File: config.mk
export PLATFORM = sky130hd
export DESIGN_NAME = lobm_ctrl
export DESIGN_NICKNAME = d
export VERILOG_FILES = /design/src/hw/rtl/lobm_pkg.sv /design/src/hw/rtl/lobm_ctrl.sv
export SDC_FILE = /design/constraint.sdc
export NUM_CORES = 1
export LEC_CHECK = 0
export BUFFER_PORTS_ARGS = -buffer_cell sky130_fd_sc_hd__buf_4
export CAP_MARGIN = 25
export CORE_AREA = 2 2 39 41
export CTS_CLUSTER_DIAMETER = 120
export DETAILED_ROUTE_END_ITERATION = 8
export DIE_AREA = 0 0 41 43
export GPL_ROUTABILITY_DRIVEN = 1
export SLEW_MARGIN = 5
export SYNTH_ARGS = -nofsm -noshare
export SYNTH_HDL_FRONTEND = slang
export SYNTH_SLANG_ARGS = --single-unit
export TNS_END_PERCENT = 5
File: constraint.sdc
create_clock -name clk -period 1.9 [get_ports clk]
set_input_delay 0.19 -clock clk [delete_from_list [all_inputs] [get_ports clk]]
set_output_delay 0.19 -clock clk [all_outputs]
set_load 0.05 [all_outputs]
File: src/hw/rtl/lobm_pkg.sv
//------------------------------------------------------------------------------
// lobm_pkg: shared types and constants for the order book matcher
// Sizes, result codes, controller states and the ctrl/datapath interface.
//------------------------------------------------------------------------------
`default_nettype none
package lobm_pkg;
  localparam int PRICE_LEVELS   = 256;
  localparam int ORDER_SLOTS    = 64;
  localparam int QUANTITY_WIDTH = 16;
  localparam int LVL_W  = $clog2(PRICE_LEVELS);
  localparam int SLOT_W = $clog2(ORDER_SLOTS);
  localparam int CNT_W  = $clog2(ORDER_SLOTS + 1);

  typedef logic [1:0] status_t;
  localparam status_t ST_TRADE   = 2'd0;
  localparam status_t ST_NOMATCH = 2'd1;
  localparam status_t ST_INVALID = 2'd2;
  localparam status_t ST_FULL    = 2'd3;

  localparam logic [1:0] SIDE_BUY  = 2'd0;
  localparam logic [1:0] SIDE_SELL = 2'd1;

  typedef enum logic [3:0] {
    S_IDLE, S_CHECK, S_SCAN, S_HEAD, S_SLOT, S_TRADE, S_REST, S_LINK, S_DONE
  } state_t;

  // controller -> datapath
  typedef struct packed {
    logic load;        // latch the incoming order
    logic scan_start;  // restart the best-level scan
    logic scan_step;   // advance scan one level
    logic rd_head;     // read level head
    logic rd_slot;     // read slot entry
    logic trade;       // build trade, update book
    logic rest;        // allocate slot for remainder
    logic link;        // append slot to level list
    logic emit_single; // emit one single status item
    logic flush;       // scan decided: release a held trade
    logic flush_last;  // held trade is the order's final result
    status_t single_code;
  } ctrl_t;

  // datapath -> controller
  typedef struct packed {
    logic invalid;     // side is not buy or sell
    logic rem_zero;    // remainder is zero
    logic scan_done;   // scan finished
    logic scan_hit;    // best level found and crosses
    logic any_trade;   // at least one trade this order
    logic trade_cap;   // trade count hit the limit
    logic free_empty;  // no free slot
    logic lvl_occ;     // own level already occupied
    logic init_busy;   // free stack still filling after reset
  } stat_t;

  function automatic logic [QUANTITY_WIDTH-1:0] qmin(
      input logic [QUANTITY_WIDTH-1:0] a, input logic [QUANTITY_WIDTH-1:0] b);
    qmin = (a < b) ? a : b;
  endfunction
endpackage
`default_nettype wire

File: src/hw/rtl/lobm_ctrl.sv
//------------------------------------------------------------------------------
// lobm_ctrl: sequencing FSM for the order book matcher
// Steps one order through check, level scan, trade loop and resting.
//------------------------------------------------------------------------------
`default_nettype none
module lobm_ctrl (
  input  wire logic           clk,
  input  wire logic           rst_n,
  input  wire logic           start,
  output logic                busy,
  output lobm_pkg::ctrl_t     ctrl,
  input  wire lobm_pkg::stat_t stat
);
  import lobm_pkg::*;

  state_t state_r, state_nxt;

  always_ff @(posedge clk) begin
    if (!rst_n) state_r <= S_IDLE;
    else        state_r <= state_nxt;
  end

  always_comb begin
    state_nxt = state_r;
    unique case (state_r)
      S_IDLE:  if (start && !stat.init_busy) state_nxt = S_CHECK;
      S_CHECK: begin
        if (stat.invalid || stat.rem_zero) state_nxt = S_DONE;
        else                               state_nxt = S_SCAN;
      end
      S_SCAN: begin
        priority if (stat.rem_zero)                    state_nxt = S_DONE;
        else if (stat.trade_cap)                       state_nxt = S_REST;
        else if (stat.scan_done && stat.scan_hit)      state_nxt = S_HEAD;
        else if (stat.scan_done)                       state_nxt = S_REST;
        else                                           state_nxt = S_SCAN;
      end
      S_HEAD:  state_nxt = S_SLOT;
      S_SLOT:  state_nxt = S_TRADE;
      S_TRADE: state_nxt = S_SCAN;
      S_REST:  begin
        if (stat.free_empty) state_nxt = S_DONE;
        else                 state_nxt = S_LINK;
      end
      S_LINK:  state_nxt = S_DONE;
      S_DONE:  state_nxt = S_IDLE;
      default: state_nxt = S_IDLE;
    endcase
  end

  always_comb begin
    ctrl = '0;
    busy = (state_r != S_IDLE) || stat.init_busy;
    unique case (state_r)
      S_IDLE:  ctrl.load = start && !stat.init_busy;
      S_CHECK: begin
        ctrl.scan_start = 1'b1;
        if (stat.invalid) begin
          ctrl.emit_single = 1'b1;
          ctrl.single_code = ST_INVALID;
        end else if (stat.rem_zero) begin
          ctrl.emit_single = 1'b1;
          ctrl.single_code = ST_NOMATCH;
        end
      end
      S_SCAN:  begin
        ctrl.scan_step  = 1'b1;
        // once the scan decides, the held trade knows whether it is last
        ctrl.flush      = stat.rem_zero || stat.trade_cap || stat.scan_done;
        ctrl.flush_last = stat.rem_zero || stat.trade_cap || !stat.scan_hit;
      end
      S_HEAD:  ctrl.rd_head = 1'b1;
      S_SLOT:  ctrl.rd_slot = 1'b1;
      S_TRADE: ctrl.trade = 1'b1;
      S_REST:  begin
        ctrl.rest = !stat.free_empty;
        if (!stat.any_trade) begin
          ctrl.emit_single = 1'b1;
          ctrl.single_code = stat.free_empty ? ST_FULL : ST_NOMATCH;
        end
      end
      S_LINK:  ctrl.link = 1'b1;
      S_DONE:  ;
      default: ;
    endcase
  end
endmodule
`default_nettype wire

* Word level (Yosys, flattened, before mapping)
Index checks and enable logic that the tools add are counted.
** Word-level totals
- Input port bits :: 12
- Logic and storage cells :: 47
- Flip-flop bits (word level) :: 4
** Cells by class
- Reductions and logical operators :: 12
- Muxes and demuxes :: 26
- Equal/unequal tests :: 8
** Operators with widths (number)
- 4-bit case mux with 8 select lines :: 1
- 4-bit by 3-bit equality test with 1-bit output (second input constant) :: 4
- 4-bit 2-to-1 mux :: 4
- 1-bit 2-to-1 mux :: 12
- 3-bit 2-to-1 mux :: 3
- 4-bit by 2-bit equality test with 1-bit output (second input constant) :: 2
- 2-bit 2-to-1 mux :: 4
- 1-bit logical OR :: 5
- 4-bit by 1-bit equality test with 1-bit output (second input constant) :: 1
- 4-bit logical NOT :: 1
- 2-bit case mux with 2 select lines :: 1
- 4-bit nonzero test :: 1
- 1-bit logical NOT :: 3
- 1-bit logical AND :: 2
- 2-bit != test (second input constant) :: 1
- 1-bit case mux with 2 select lines :: 1

* Logic depth before layout (Yosys ltp)
Gate-level depths: netlist (run 1).
- Depth after elaboration :: 5
- Mapped depth :: 4
- Depth with buffers taken out :: 3

* Worst setup path before layout (run 1)
OpenSTA, ideal clock, no wires.
- Kind :: register to output
- Start point :: register state_r[0]
- End point :: output port ctrl[4] (netlist name)
- Data arrival time :: 2.419 ns
- Slack :: -0.709 ns
- Stages on the path, launching flop included :: 5
- Cells stage by stage :: dfxtp_1 -> buf_2 -> nor4b_2 -> o21ai_0 -> o21ai_0
** RTL lines
- start, declared :: line lobm_ctrl.sv:16 : state_t state_r, state_nxt;
- start signal, assigned :: line lobm_ctrl.sv:20 : else state_r <= state_nxt;
- end, declared :: line lobm_ctrl.sv:11 : output lobm_pkg::ctrl_t ctrl,

* Final worst setup path (run 1)
- Start point :: register state_r[3]
- End point :: output port busy
** Between the ends
- Word-level cells in the longest chain between the ends :: 2
** Ends and longest elaborated chain
- 4-bit nonzero test :: line lobm_ctrl.sv:53 : busy = (state_r != S_IDLE) || stat.init_busy;
- 1-bit logical OR :: line lobm_ctrl.sv:53
- end, declared :: line lobm_ctrl.sv:10 : output logic busy,
Every way passes these cells.

==> results of run 1 <==
==> cell families (layout without fill, tap and decap cells) <==
logic type	Yosys count	count (layout)	share of synthesized area (%)
simple gates	26	26	45.3
buf+inv	8	34	9.59
compound gates	16	16	26.5
flops	4	4	18.6
==> worst max-delay path, cell delays in order (launching register included) <==
cell and delay (ns):
dfxtp_2 0.36, or4_4 0.54, or2_2 0.28, buf_4 0.19
==> cell type report <==
cell class	instances	area [um2]
Sequential cell	4	82.6
Inverter	4	15.0
Timing Repair Buffer	27	203
Clock buffer	3	22.5
Fill cell	162	717
Tap cell	16	20.0
Multi-Input combinational cell	42	324
==> layer usage <==
metal | GRT usage (%) | vias up | wire [um]
met5 | 0 | - | 0
met4 | 8.67 | 0 | 11
met3 | 1.57 | 2 | 104
met2 | 21.9 | 26 | 480
met1 | 19.0 | 220 | 517
li1 | - | 250 | -
==> path summary, 6_finish.rpt <==
kind                            cells after the start    endpoint        from
worst max-delay path                                3        busy  state_r[3]
worst min-delay path                                3  state_r[0]     stat[6]
worst max register to register                      4  state_r[3]  state_r[2]
worst min register to register                      2  state_r[2]  state_r[1]
==> stage by stage <==
step,hold WS [ns],worst slack [ns],cells,setup TNS (ns),cell area [um2]
global route,0.275,0.00131,96,0,667
floorplan,0.341,-0.325,54,-0.830,445
detailed placement,0.499,0.252,93,0,642
finish,0.248,0.105,96,0,667
global placement,0.493,0.284,93,0,642
CTS,0.254,0.00751,96,0,664
==> power by group <==
| group | internal (mW) | switching, mW |
|---|---|---|
| registers | 0.0883 | 0.00979 |
| logic | 0.0510 | 0.0669 |
| clock network | 0.0705 | 0.0331 |
| total | 0.210 | 0.110 |
==> cells in the mapped netlist <==
library cell | n | area share (%)
a211o_1 | 3 | 6.1
a21oi_1 | 2 | 2.3
a22o_1 | 1 | 2.0
a31o_2 | 1 | 2.0
a31oi_1 | 2 | 2.9
buf_2 | 3 | 3.5
buf_6 | 1 | 2.6
dfxtp_1 | 4 | 19
inv_1 | 4 | 3.5
nand2_1 | 1 | 0.87
nand3_1 | 1 | 1.2
nand3b_1 | 1 | 1.7
nand4bb_1 | 1 | 2.6
nor2_1 | 3 | 2.6
nor2b_1 | 6 | 8.7
nor3_1 | 2 | 2.3
nor3b_1 | 2 | 3.5
nor4b_1 | 1 | 2.0
nor4b_2 | 1 | 3.5
nor4b_4 | 1 | 5.5
o211ai_1 | 2 | 3.5
o21ai_0 | 3 | 3.5
o21ai_2 | 1 | 2.0
o31a_1 | 1 | 2.0
or2_2 | 3 | 4.4
or2b_1 | 1 | 1.7
or3b_1 | 1 | 2.0
or4_4 | 1 | 2.6
==> results.txt, run 1 <==
The flow ran to the end, and the final reports show no timing, DRC or antenna violations. The count of H-tree levels built during CTS came out at 1. Post-CTS timing repair inserted 0 buffers for setup. The tools report the detailed router's first-iteration violation count as 5. For this design, the CTS-stage hold fixing added 0 buffers.

Entering global routing, the biggest net connects 13 pins. The net count of the finished layout is 94. The largest registers in the layout are state_r x4. In this run, CTS created clock tree buffers numbering 3. The quantity of I/O buffers inserted on ports came out at 24. The detailed-routing iteration count for the pre-antenna-repair pass is 3, and the worst IR drop on VDD is 226 uV. The register with the most flip-flops in the layout has 4 of them.

Along the worst path, the maximum fanout reaches 6. The run gives 0.557 GHz as the maximum operating frequency. The clock-pin slew on the worst setup and hold paths works out to 0.04 ns. The post-route fraction of the period consumed by the critical path came out at 94.5%. Dividing the detail-routed via count by the number of cells gives 5.19. Counting flops per register, the top entry is state_r. Transition time of the tightest slew-check pin: 0.305 ns. After synthesis, the netlist uses 28 different library cells. For the final setup skew, the log shows 0.00108 ns.

In the global route stage, overall resource usage came out at 14.6%. The summed instance area of the synthesized netlist came out at 430 um2. The run gives 0 as the count of endpoints failing hold in the final timing report.

The layout cell share with drive strength beyond 1 works out to 51.2%. The core region is 1380 um2. The number of nets handed over by synthesis was 66. In this run the register-to-register setup slack is 0.44 ns. TritonCTS built the clock tree. The top cell types in the final layout, fill and taps aside, are buf_4, nor2b_1, inv_1.

Relative to the synthesized area, the layout overhead comes to 54.9%. The final weighted congestion in routability-driven placement was 0.784; the insertion delay of the later-clocked pin in the worst-skew pair was 0.23 ns. In this run the deepest clock path goes through 2 buffers. The power density relative to cell area is 479 nW/um2, and the headroom to the max-slew limit is 79.6%. The I/O pin count is 26, and the core utilization of the finished layout is 48.2%. After floorplanning, the core was divided into 14 placement rows. The via count of the first global-routing pass was 448; the data required time of the worst path was 1.71 ns. The first global-routing pass estimated 1780 um of wire. The initial antenna violation count is 0, and the overall die width is 41 um. Setup repair after global routing left no endpoint under its margin. After global routing the overflow that remains totals 0.

Summed over all cells, the static leakage comes to 0.294 nW. Detail-routed net length per standard cell: 11.6 um. Leaving out fill and tap cells, the most frequent cell in the layout is buf_4. The path type of the worst setup path was flip-flop to primary output. The tools report the number of endpoints failing setup at the final stage as 0. The number of antenna diodes in the final layout is 0. The logs give 874 um for the detailed placer's ending HPWL and 1110 um for the total detailed-routing wirelength. After technology mapping, the gate count stands at 54.

STA classifies the critical path startpoint as a flip-flop. In this run the mean area of a mapped cell was 7.97 um2. After detailed routing, the number of remaining DRC violations is 0.

Once the floorplan was initialized, standard cells occupied 31.1% of the core. The routed layout has 498 vias. The tree built by TritonCTS fans out to 4 sinks.

The die covers 1760 um2. The vertical extent of the die was 43 um; the count of warnings emitted by yosys was 0. The post-cts gate resize count is 0, and the number of max-slew violations in the final report is 0. For the worst setup path, the data arrival time is 1.60 ns. The path class of the tightest hold or removal check is primary input to flip-flop. The worst setup path is captured at a primary output. For this run, the register share of the synthesized area comes to 18.6%. The design draws 0.320 mW. The post-layout minimum cycle time came out at 1.79 ns. The post-synthesis sequential element count was 4; the number of routed nets with antenna violations was 0.

Across the run, the number of max-cap violations was 0. The tree is rooted in a clkbuf_4.
No activity file was read; power rests on OpenSTA's default activity.
==> run 2: changes to the inputs <==
CORE_AREA = 3 3 40 42   (was 2 2 39 41)
DIE_AREA = 0 0 43 45   (was 0 0 41 43)
PLACE_DENSITY = 0.65   (was default)
clock period = 1.6 ns   (was 1.9 ns; I/O delays follow)
==> results.txt, run 2 (synthesized netlist as in run 1, its figures left out) <==
Type of element launching the critical path: a flip-flop (unchanged). The number of cells after detailed placement is 94 (was 93), and the total inserted antenna cells is 0 (unchanged). The core area came out at 1280 um2 (was 1380 um2). The minimum setup slack among reg-to-reg paths was 0.17 ns (was 0.44 ns); the final weighted congestion in routability-driven placement was 0.727 (was 0.784). The run gives 0 (unchanged) as the residual DRC count.

Highest-count cells in the layout ignoring fill and taps: buf_4, buf_6, inv_1, nor2b_1 (was buf_4, nor2b_1, inv_1). For the via count of the first global-routing pass, the log shows 444 (was 448). The family with the most delay on the worst path is simple AND/OR/NAND/NOR gates (unchanged). The checks that failed: negative setup slack. The final worst-path setup slack is -0.0458 ns (was 0.105 ns). The depth of the worst register-to-register path works out to 4 (unchanged). The initial antenna violation count is 0 (unchanged).

The final critical path takes up 103% of the cycle. The leakage power of the design was 0.343 nW (was 0.294 nW); the count of endpoints failing hold in the final timing report was 0 (unchanged). The detailed placer's ending HPWL is 902 um (was 874 um). Clock-pin slew on the worst setup and hold paths: 0.04 ns (about the same). The logs give 71.6% (was 79.6%) for the headroom to the max-slew limit and 4 (unchanged) for the count of clock tree sinks. Cell chain of the critical path: or4_4 -> or2_4 -> buf_8 (was or4_4 -> or2_2 -> buf_4). The logs give 124 (was 162) for the count of filler cells inserted in the layout and 0.00255 ns (was 0.00108 ns) for the final setup skew.

For the total power after layout, the log shows 0.420 mW (was 0.320 mW). The overall die width came out at 43 um (was 41 um). The capturing point of the worst reg2reg path was state_r[3] (unchanged). The area used by multi-input combinational logic is 370 um2 (was 324 um2), and the count of H-tree levels built during CTS is 1 (unchanged). Sort of element at the end of the critical path: a primary output (unchanged). The count of max-cap constraint violations is 0 (unchanged), and the quantity of I/O buffers inserted on ports is 24 (unchanged).

The maximum number of buffers from clock root to sink is 2 (unchanged), and the vertical extent of the die is 45 um (was 43 um). The layout cell share with drive strength beyond 1 is 60.0% (was 51.2%). The logs give 13 (was 14) for the floorplan row count and 3 (unchanged) for the number of buffers inserted during clock tree synthesis. The transition time of the tightest slew-check pin is 0.425 ns (was 0.305 ns), and the total congestion overflow is 0 (unchanged). The number of max-slew violations in the final report came out at 0 (unchanged). The number of endpoints failing setup at the final stage was 3 (was 0). The worst min-delay path category is primary input to flip-flop (unchanged).

The routed via count divided by cell count came out at 5.25 (was 5.19). Register ranked first by flip-flop count: state_r (unchanged). The data required time of the worst path was 1.44 ns (was 1.71 ns); the area growth from synthesis to layout was 84.0% (was 54.9%).

The sequential standard cell area was 82.6 um2 (unchanged). The tools report the first-pass GRT wire length as 1880 um (was 1780 um). The hold path endpoint was state_r[0] (unchanged). The tools report the insertion delay of the later-clocked pin in the worst-skew pair as 0.23 ns (about the same).

TritonCTS built the clock tree. Origin of the worst min-delay path: stat[6] (unchanged). The detailed router's first-iteration violation count is 12 (was 5), and the total detailed-routing wirelength is 1260 um (was 1110 um). The hold-fix buffer count after cts is 0 (unchanged). The post-layout minimum cycle time came out at 1.65 ns. The worst IR drop on VDD is 322 uV (was 226 uV). The area of the die was 1940 um2 (was 1760 um2). The tools report the reg-to-reg critical path startpoint as state_r[0] (was state_r[2]).

The run finished, with violations left. The detail-routed net length per standard cell is 12.6 um (was 11.6 um). The tools report the I/O pin count as 26 (unchanged). The core utilization of the finished layout is 61.6% (was 48.2%), and the total buffers and inverters traversed by the critical path is 1 (unchanged). The run gives 0.608 GHz as the maximum operating frequency. For the global-route usage over all layers, the log shows 12.2% (was 14.6%). Longest individual stage delay on the worst path: 0.55 ns (was 0.54 ns). The run gives 0.214 ns (was 0.248 ns) as the worst hold margin. For the data arrival time of the critical path, the log shows 1.49 ns (was 1.60 ns). The logs give 99 (was 94) for the net count reported at finish and 33.5% (was 31.1%) for the effective utilization at floorplan. The detailed-routing iteration count for the pre-antenna-repair pass is 4 (was 3). Path type of the worst setup path: flip-flop to primary output (unchanged). Number of routed nets with antenna violations: 0 (unchanged). Most common cell after layout, fill and taps aside: buf_4 (unchanged). The cell type of the slowest stage on the worst timing path is or4_4 (unchanged).

Buffer type at the clock tree root: clkbuf_4 (unchanged). Largest registers in the final layout: state_r x4 (unchanged). The instance count along the most critical hold path works out to 3 (unchanged). The largest driver fanout on the critical path is 3 (was 6).

The total vias in the final route is 525 (was 498). The flip-flop count of the largest register after layout works out to 4 (unchanged). The post-route non-filler standard cell count is 100 (was 96), and the pin count of the biggest net entering global routing is 12 (was 13). The power density relative to cell area is 530 nW/um2 (was 479 nW/um2).

Setup repair after global routing could not meet its margin everywhere.
-- run 2: cell types whose count changed in the layout (fill, tap and decap cells not counted), moves of 2 or more --
cell     before  now
buf_8         0    3
buf_4        27   22
nor2b_1       6    4
buf_6         0    6
-- run 2: final cells by class --
cell class	instances	share of cell area, %
multi-input cells	42	46.8
repair buffers	32	35.7
flip-flops and latches	4	10.4
clock buffers	3	2.84
well taps	15	2.37
inverters	4	1.90
-- run 2: report_power, final --
group	switching (mW)	total (mW)	internal, mW	leakage, nW
registers	0.00545	0.110	0.105	0.0333
clock network	0.0415	0.125	0.0839	0.0138
logic	0.0966	0.184	0.0876	0.296
total	0.143	0.420	0.276	0.343
-- run 2: layer usage --
metal	vias up	share of wire, %	track usage [%]
li1	263	-	-
met1	237	45	16.1
met2	23	46	21.3
met3	2	6.3	2.39
met4	0	1.7	1.81
met5	-	0	0
-- run 2: how the worst max path moves through the flow --
stage | start | to | slack (ns) | depth (start not counted)
6_report | state_r[1] | busy | -0.05 | 3
5_1_grt | state_r[2] | ctrl[1] | -0.1 | 5
4_1_cts | state_r[0] | ctrl[3] | -0.05 | 4
3_5_place_dp | state_r[1] | busy | 0.14 | 3
3_3_place_gp | state_r[1] | busy | 0.14 | 3
2_1_floorplan | state_r[2] | ctrl[8] | -0.35 | 3
-- run 2: per-stage QoR --
step,setup TNS [ns],setup slack [ns],instance area (um2)
6_report,-0.0560,-0.0458,792
5_1_grt,-0.502,-0.0969,792
4_1_cts,-0.181,-0.0474,739
3_5_place_dp,0,0.135,667
3_3_place_gp,0,0.138,667
2_1_floorplan,-2.74,-0.353,457
-- run 2: worst reg2reg max path: cells and delay by family (launching register included) --
family | cells | cell delay, ns
AO/OA/AOI/OAI | 2 | 0.49
AND/OR/NAND/NOR | 1 | 0.36
flip-flops | 1 | 0.34
buffers and inverters | 1 | 0.17
-- run 2: timing repair --
item                       in CTS  in global routing
gates resized for setup        10                 10
buffers inserted                1                  1
setup endpoints to repair       6                  9
pin swaps                       2                  4
cloned                          0                  1
